$ cat config.mk
export PLATFORM = sky130hd
export DESIGN_NAME = telemetry_frame_builder
export DESIGN_NICKNAME = d
export VERILOG_FILES = /design/src/design/tfb_pkg.sv /design/src/design/tfb_core.sv /design/src/design/tfb_out.sv /design/src/design/telemetry_frame_builder.sv
export SDC_FILE = /design/constraint.sdc
export NUM_CORES = 1
export LEC_CHECK = 0
export BUFFER_PORTS_ARGS = -buffer_cell sky130_fd_sc_hd__buf_2
export CORE_MARGIN = 2
export CORE_UTILIZATION = 60
export DETAILED_ROUTE_END_ITERATION = 10
export HOLD_SLACK_MARGIN = 0.15
export PLACE_DENSITY = 0.81
export SLEW_MARGIN = 5
export SYNTH_ARGS = -nofsm -noshare
export SYNTH_HDL_FRONTEND = slang
export SYNTH_HIERARCHICAL = 1
export SYNTH_SLANG_ARGS = --single-unit
$ cat constraint.sdc
create_clock -name clk_i -period 4.3 [get_ports clk_i]
set_input_delay 0.645 -clock clk_i [delete_from_list [all_inputs] [get_ports clk_i]]
set_output_delay 0.645 -clock clk_i [all_outputs]
set_load 0.01 [all_outputs]
$ cat src/design/tfb_pkg.sv
// ----------------------------------------------------------------------------
// tfb_pkg
// Shared types and constants for the telemetry frame builder.
// ----------------------------------------------------------------------------
package tfb_pkg;

  localparam int unsigned MAX_FRAME_BYTES = 256;
  localparam int unsigned HDR_BYTES       = 4;
  localparam int unsigned MAX_RES         = HDR_BYTES + 1;  // header plus checksum
  localparam int unsigned CNT_W           = $clog2(MAX_RES + 1);

  localparam logic [15:0] CAP_RESET   = 16'd256;
  localparam logic [15:0] CAP_MIN     = 16'(MAX_FRAME_BYTES);
  localparam logic [15:0] PAYLOAD_MAX = 16'(MAX_FRAME_BYTES - HDR_BYTES);
  localparam logic [16:0] FRAME_OVHD  = 17'(HDR_BYTES + 1);

  typedef enum logic {
    FUNC_START = 1'b0,
    FUNC_DATA  = 1'b1
  } func_e;

  typedef enum logic [1:0] {
    ST_OK       = 2'd0,
    ST_OVERFLOW = 2'd1,
    ST_NO_FRAME = 2'd2
  } status_e;

  typedef struct packed {
    logic [7:0] frame_byte;
    logic       frame_end;
    status_e    status;
  } res_t;

  typedef res_t [MAX_RES-1:0] burst_t;
  typedef logic [CNT_W-1:0]   cnt_t;

endpackage

$ cat src/design/tfb_core.sv
// ----------------------------------------------------------------------------
// tfb_core
// Frame state and per-request result generation (header, payload, checksum).
// ----------------------------------------------------------------------------
module tfb_core (
  input  logic            clk_i,
  input  logic            rst_ni,
  input  logic            cfg_we_i,
  input  logic [15:0]     cfg_wdata_i,
  input  logic            fire_i,
  input  logic            func_i,
  input  logic [15:0]     packet_id_i,
  input  logic [15:0]     payload_length_i,
  input  logic [7:0]      data_byte_i,
  output tfb_pkg::burst_t burst_o,
  output tfb_pkg::cnt_t   cnt_o
);

  logic [15:0] cap_q;
  logic        open_q, open_d;
  logic [15:0] rem_q, rem_d;
  logic [7:0]  sum_q, sum_d;

  logic        overflow;
  logic [7:0]  hdr_sum;
  logic [7:0]  data_sum;
  logic [15:0] rem_dec;

  assign overflow = (cap_q < tfb_pkg::CAP_MIN) || (payload_length_i > tfb_pkg::PAYLOAD_MAX)
                 || (({1'b0, payload_length_i} + tfb_pkg::FRAME_OVHD) > {1'b0, cap_q});
  assign hdr_sum  = packet_id_i[15:8] + packet_id_i[7:0]
                  + payload_length_i[15:8] + payload_length_i[7:0];
  assign data_sum = sum_q + data_byte_i;
  assign rem_dec  = rem_q - 16'd1;

  always_comb begin
    burst_o = '0;
    cnt_o   = '0;
    open_d  = open_q;
    rem_d   = rem_q;
    sum_d   = sum_q;
    case (tfb_pkg::func_e'(func_i))
      tfb_pkg::FUNC_START: begin
        open_d = 1'b0;
        rem_d  = '0;
        sum_d  = '0;
        if (overflow) begin
          burst_o[0] = '{frame_byte: 8'd0, frame_end: 1'b1, status: tfb_pkg::ST_OVERFLOW};
          cnt_o      = tfb_pkg::cnt_t'(1);
        end else begin
          burst_o[0] = '{frame_byte: packet_id_i[15:8], frame_end: 1'b0,
                         status: tfb_pkg::ST_OK};
          burst_o[1] = '{frame_byte: packet_id_i[7:0], frame_end: 1'b0,
                         status: tfb_pkg::ST_OK};
          burst_o[2] = '{frame_byte: payload_length_i[15:8], frame_end: 1'b0,
                         status: tfb_pkg::ST_OK};
          burst_o[3] = '{frame_byte: payload_length_i[7:0], frame_end: 1'b0,
                         status: tfb_pkg::ST_OK};
          if (payload_length_i == 16'd0) begin
            // empty payload: checksum follows the header at once
            burst_o[4] = '{frame_byte: hdr_sum, frame_end: 1'b1, status: tfb_pkg::ST_OK};
            cnt_o      = tfb_pkg::cnt_t'(tfb_pkg::MAX_RES);
          end else begin
            open_d = 1'b1;
            rem_d  = payload_length_i;
            sum_d  = hdr_sum;
            cnt_o  = tfb_pkg::cnt_t'(tfb_pkg::HDR_BYTES);
          end
        end
      end
      default: begin
        if (!open_q) begin
          burst_o[0] = '{frame_byte: 8'd0, frame_end: 1'b1, status: tfb_pkg::ST_NO_FRAME};
          cnt_o      = tfb_pkg::cnt_t'(1);
        end else begin
          burst_o[0] = '{frame_byte: data_byte_i, frame_end: 1'b0, status: tfb_pkg::ST_OK};
          if (rem_dec == 16'd0) begin
            burst_o[1] = '{frame_byte: data_sum, frame_end: 1'b1, status: tfb_pkg::ST_OK};
            cnt_o      = tfb_pkg::cnt_t'(2);
            open_d     = 1'b0;
            rem_d      = '0;
            sum_d      = '0;
          end else begin
            cnt_o = tfb_pkg::cnt_t'(1);
            rem_d = rem_dec;
            sum_d = data_sum;
          end
        end
      end
    endcase
  end

  always_ff @(posedge clk_i or negedge rst_ni) begin
    if (!rst_ni) begin
      cap_q  <= tfb_pkg::CAP_RESET;
      open_q <= 1'b0;
      rem_q  <= '0;
      sum_q  <= '0;
    end else begin
      if (cfg_we_i) begin
        cap_q <= cfg_wdata_i;
      end
      if (fire_i) begin
        open_q <= open_d;
        rem_q  <= rem_d;
        sum_q  <= sum_d;
      end
    end
  end

endmodule

$ cat src/design/tfb_out.sv
// ----------------------------------------------------------------------------
// tfb_out
// Result register: holds one request's burst and sends it a byte per beat.
// ----------------------------------------------------------------------------
module tfb_out (
  input  logic            clk_i,
  input  logic            rst_ni,
  input  logic            load_i,
  input  tfb_pkg::burst_t burst_i,
  input  tfb_pkg::cnt_t   cnt_i,
  output logic            can_load_o,
  output logic            valid_o,
  input  logic            ready_i,
  output tfb_pkg::res_t   res_o
);

  tfb_pkg::burst_t burst_q;
  tfb_pkg::cnt_t   cnt_q;
  tfb_pkg::cnt_t   idx_q;
  logic            busy_q;
  logic            last_beat;

  assign last_beat  = (idx_q == (cnt_q - tfb_pkg::cnt_t'(1)));
  assign can_load_o = !busy_q || (ready_i && last_beat);
  assign valid_o    = busy_q;
  assign res_o      = burst_q[idx_q];

  always_ff @(posedge clk_i or negedge rst_ni) begin
    if (!rst_ni) begin
      busy_q <= 1'b0;
      cnt_q  <= '0;
      idx_q  <= '0;
    end else if (load_i) begin
      busy_q <= 1'b1;
      cnt_q  <= cnt_i;
      idx_q  <= '0;
    end else if (busy_q && ready_i) begin
      if (last_beat) begin
        busy_q <= 1'b0;
      end else begin
        idx_q <= idx_q + tfb_pkg::cnt_t'(1);
      end
    end
  end

  always_ff @(posedge clk_i) begin
    if (load_i) begin
      burst_q <= burst_i;
    end
  end

endmodule

$ cat src/design/telemetry_frame_builder.sv
// ----------------------------------------------------------------------------
// telemetry_frame_builder
// Length-prefixed telemetry frame builder with modulo-256 checksum.
// ----------------------------------------------------------------------------
// Usage:
//   Slave stream takes requests: tuser is the kind (0 start, 1 payload byte),
//   tdata carries packet id, payload length and payload byte. A start request
//   yields the big-endian header (id, length) and, for an empty payload, the
//   checksum straight after; each payload byte is passed through and the last
//   one is followed by the checksum (tlast). A rejected start or a stray byte
//   gives one zero byte with tlast set and an error code in tuser.
//   Master stream sends one frame byte per beat, tuser = status.
//   Output: the first byte of a request appears in the cycle after acceptance.
//   Bursts: a request makes as many output beats as its burst holds
//   (1 for a payload byte or an error, 2 on the closing byte, 4 or 5 for a
//   start); the result register is the only limit, and a new request is
//   taken in the cycle its last beat leaves.
//   Stall: while the receiver holds tready low the result register holds its
//   beat and s_axis_tready stays low until the last beat of the burst leaves.
//   Reset: no frame open, checksum cleared, out_capacity = 256, no output.
//   cfg_we_i writes out_capacity; write it only while the block is idle.
// ----------------------------------------------------------------------------
module telemetry_frame_builder (
  input  logic        clk_i,
  input  logic        rst_ni,
  input  logic        cfg_we_i,
  input  logic [15:0] cfg_wdata_i,
  input  logic        s_axis_tvalid,
  output logic        s_axis_tready,
  input  logic [39:0] s_axis_tdata,   // [15:0] packet_id, [31:16] payload_length,
                                      // [39:32] data_byte
  input  logic        s_axis_tuser,   // [0] func
  output logic        m_axis_tvalid,
  input  logic        m_axis_tready,
  output logic [7:0]  m_axis_tdata,   // [7:0] frame_byte
  output logic        m_axis_tlast,   // frame_end
  output logic [1:0]  m_axis_tuser    // [1:0] status
);

  logic            fire;
  logic            can_load;
  tfb_pkg::burst_t burst;
  tfb_pkg::cnt_t   cnt;
  tfb_pkg::res_t   res;

  // request accepted when the result register frees up this cycle
  assign s_axis_tready = can_load;
  assign fire          = s_axis_tvalid && can_load;

  tfb_core u_core (
    .clk_i            (clk_i),
    .rst_ni           (rst_ni),
    .cfg_we_i         (cfg_we_i),
    .cfg_wdata_i      (cfg_wdata_i),
    .fire_i           (fire),
    .func_i           (s_axis_tuser),
    .packet_id_i      (s_axis_tdata[15:0]),
    .payload_length_i (s_axis_tdata[31:16]),
    .data_byte_i      (s_axis_tdata[39:32]),
    .burst_o          (burst),
    .cnt_o            (cnt)
  );

  tfb_out u_out (
    .clk_i      (clk_i),
    .rst_ni     (rst_ni),
    .load_i     (fire),
    .burst_i    (burst),
    .cnt_i      (cnt),
    .can_load_o (can_load),
    .valid_o    (m_axis_tvalid),
    .ready_i    (m_axis_tready),
    .res_o      (res)
  );

  assign m_axis_tdata = res.frame_byte;
  assign m_axis_tlast = res.frame_end;
  assign m_axis_tuser = res.status;

endmodule

==> metrics.yaml <==
outcome:
  status: "completed"
finish:
  layout-drive-gt1-share_pct: 17.71
  fin_nets: 826
  fillCellCount: 832
  antenna_cells: 0
  syn2layout_area_growth_pct: 9.302
  final_common_cell: "buf_2"
  final_cell_mix: "buf_2 (74), inv_1 (62), nand2_1 (60)"
synth:
  yosysSeqAreaShare_pct: 42.69
  syn-instance-count: 649
  synth.area.top_cells: "edfxtp_1 (25%), dfrtp_1 (18%), ha_1 (6.7%)"
  synth_edf_count: 55
  avgSynthCellArea_sq_um: 10.30
  synth_area_sq_mm: 0.006685
  ys_ff_latch: 103
  yosys_warnings: 6
  synth_top_area_cell: "edfxtp_1"
  synthArstFlopShare_pct: 46.60
  synth.top_cell.area_share_pct: 24.71
  ys_types: 65
  synthFlopType: "edfxtp_1"
global_route:
  grt_pass1_wl_um: 25470
  gr-total-overflow: 0
  grt_start_max_net_pins: 68
  grt_pass1_vias: 5214
  antenna_found_initial: 0
  grt.total_usage_pct: 28.27
clock_network:
  cts_hold_buf: 0
  htree_levels: 3
  insertion_delay_ns: 0.38
  cts_root_buffer: "clkbuf_8"
  ctsLongestPathBuffers: 2
  cts_sinks: 103
  cts_resized: 0
  cts_buffers: 9
  cts.clk_slew.worst_paths_ns: 0.09
  cts_tree: "yes"
  post_cts_buffers: 0
timing:
  setup_violations: 0
  fmax_mhz: 273.2
  finalClockSkew_ns: 0.01420
  relSlewSlack_pct: 28.16
  setup_tns_ns: 0
  min_period_ns: 3.660
  tightest_slew_ns: 1.078
  final_max_slew_viol_count: 0
  whs_ns: 0.4631
  rsz0062_at_grt: "false"
  layout_worst_path_cycle_share_pct: 85.13
  final_hold_viol_count: 0
floorplan:
  dieWidth_um: 109.6
  io_pins: 75
  coreArea_sq_mm: 0.01084
  die_area_sq_mm: 0.01200
  std_cell_rows: 38
  die_h_um: 109.6
  start_util_pct: 61.67
worst_setup_path:
  crit_required_ns: 4.53
  timing.rr.start: "u_out/cnt_q[0]"
  end_kind: "register"
  cp.arrival_ns: 3.89
  reg2reg_slack_ns: 1.25
  cp_slowest_cell: "a221oi_4"
  critPathMaxStageDelay_ns: 0.48
  worstSetupPathType: "in -> reg"
  startpoint: "s_axis_tdata[16]"
  start_kind: "input pin"
  path_max_fanout: 18
  worstPathCellList: "buf_2, ha_1, nor2_1, nor2_1, nand3_1, xnor2_1, ha_1, nand4_1, nor3_1, a2111o_1, a221oi_4, o211ai_2, inv_2, a21oi_1, nand2_1, o21ai_0"
routing:
  wire_per_inst_um: 18.80
  via_per_inst: 6.022
  drt_iter0_drc: 348
  ant_nets: 0
  wirelength_um: 16110
  dr.pass1.iters: 5
  drc_errors: 0
  num_vias: 5161
place:
  port_buffers: 74
  post-dp-hpwl_um: 12180
  gp_congestion: 0.9417
pwr:
  powerDensity_mw_per_mm2: 504.5
  power.leakage_nw: 3.079
  peakVddDrop_mv: 0.3359
job:
  max_cap_viol_count: 0
hold_path:
  hp-class: "in -> async"
layer usage:
layer,global-route usage (%),wire [um],vias to the layer above,part of all wire [%]
met5,0,0,-,0
met4,13.47,537,0,3.3
met3,3.557,1176,42,7.3
met2,47.31,7730,235,48
met1,36.61,6663,2475,41
li1,-,-,2409,-
sequential cells by signal, indices dropped and copies added (netlist names):
register and flops:
u_out/burst_q 55, u_core/cap_q 16, u_core/rem_q 16, u_core/sum_q 8, u_out/cnt_q 3, u_out/idx_q 3, u_core/open_q 1, u_out/valid_o 1
synth_stat cells (17+ instances only):
master	count
inv_1	62
nand2_1	60
edfxtp_1	55
dfrtp_1	47
ha_1	36
o21ai_0	33
nor2_1	32
xnor2_1	28
o21ai_1	24
buf_4	21
nand3_1	18
nor3_1	18
a21oi_1	17
per-stage QoR:
stage	instance area, sq um	util [%]	power [mW]	cells	worst slack, ns
after floorplan	6749	-	2.563	666	0.3833
after global placement	7073	65.25	2.891	842	0.4434
after detailed placement	7073	65.25	2.957	842	0.3263
after CTS	7307	67.41	3.688	857	0.7069
after global routing	7307	67.41	3.906	857	0.3753
final	7307	67.41	3.686	857	0.6395
final timing paths:
kind / cells after the start / to
max in group asynchronous: 1 / u_core/cap_q[9]
worst max register to register: 13 / u_core/rem_q[9]
worst max-delay path: 16 / u_out/cnt_q[0]
min in group clk_i: 3 / u_core/cap_q[4]
worst min register to register: 1 / u_core/cap_q[0]
worst min-delay path: 1 / u_core/rem_q[8]
worst max-delay path, delay by kind of cell:
kind,cells,cell delay (ns)
AOI/OAI and AO/OA,5,1.28
and+or+nand+nor,6,0.85
adders and majority gates,2,0.50
buffers and inverters,2,0.46
xor gates and xnor gates,1,0.16
final cells by class:
type                    count  area [sq um]  share of cell area [%]
clock buffers              10         127.6                   1.747
well taps                 140         175.2                   2.397
repair buffers             85         452.9                   6.199
clock inverters             5         106.4                   1.455
multi-input cells         450          3351                   45.86
inverters                  64         240.2                   3.288
flip-flops and latches    103          2854                   39.06
cell families (layout without fill, tap and decap cells):
group	after synthesis	in the layout	synth area share (%)
adders and majority gates	51	51	11.23
DFF	103	103	42.69
buffers and inverters	113	164	8.160
xor gates and xnor gates	37	37	5.053
AOI/OAI and AO/OA	135	135	13.29
muxes	19	19	4.997
other	1	18	0.05609
and+or+nand+nor	190	190	14.52
power breakdown:
group / switching (mW) / internal (mW) / total [mW]
Combinational: 0.887 / 0.631 / 1.52
Sequential: 0.147 / 1.30 / 1.44
Clock: 0.340 / 0.386 / 0.726
Total: 1.37 / 2.31 / 3.69
No activity file was read; power rests on OpenSTA's default activity.
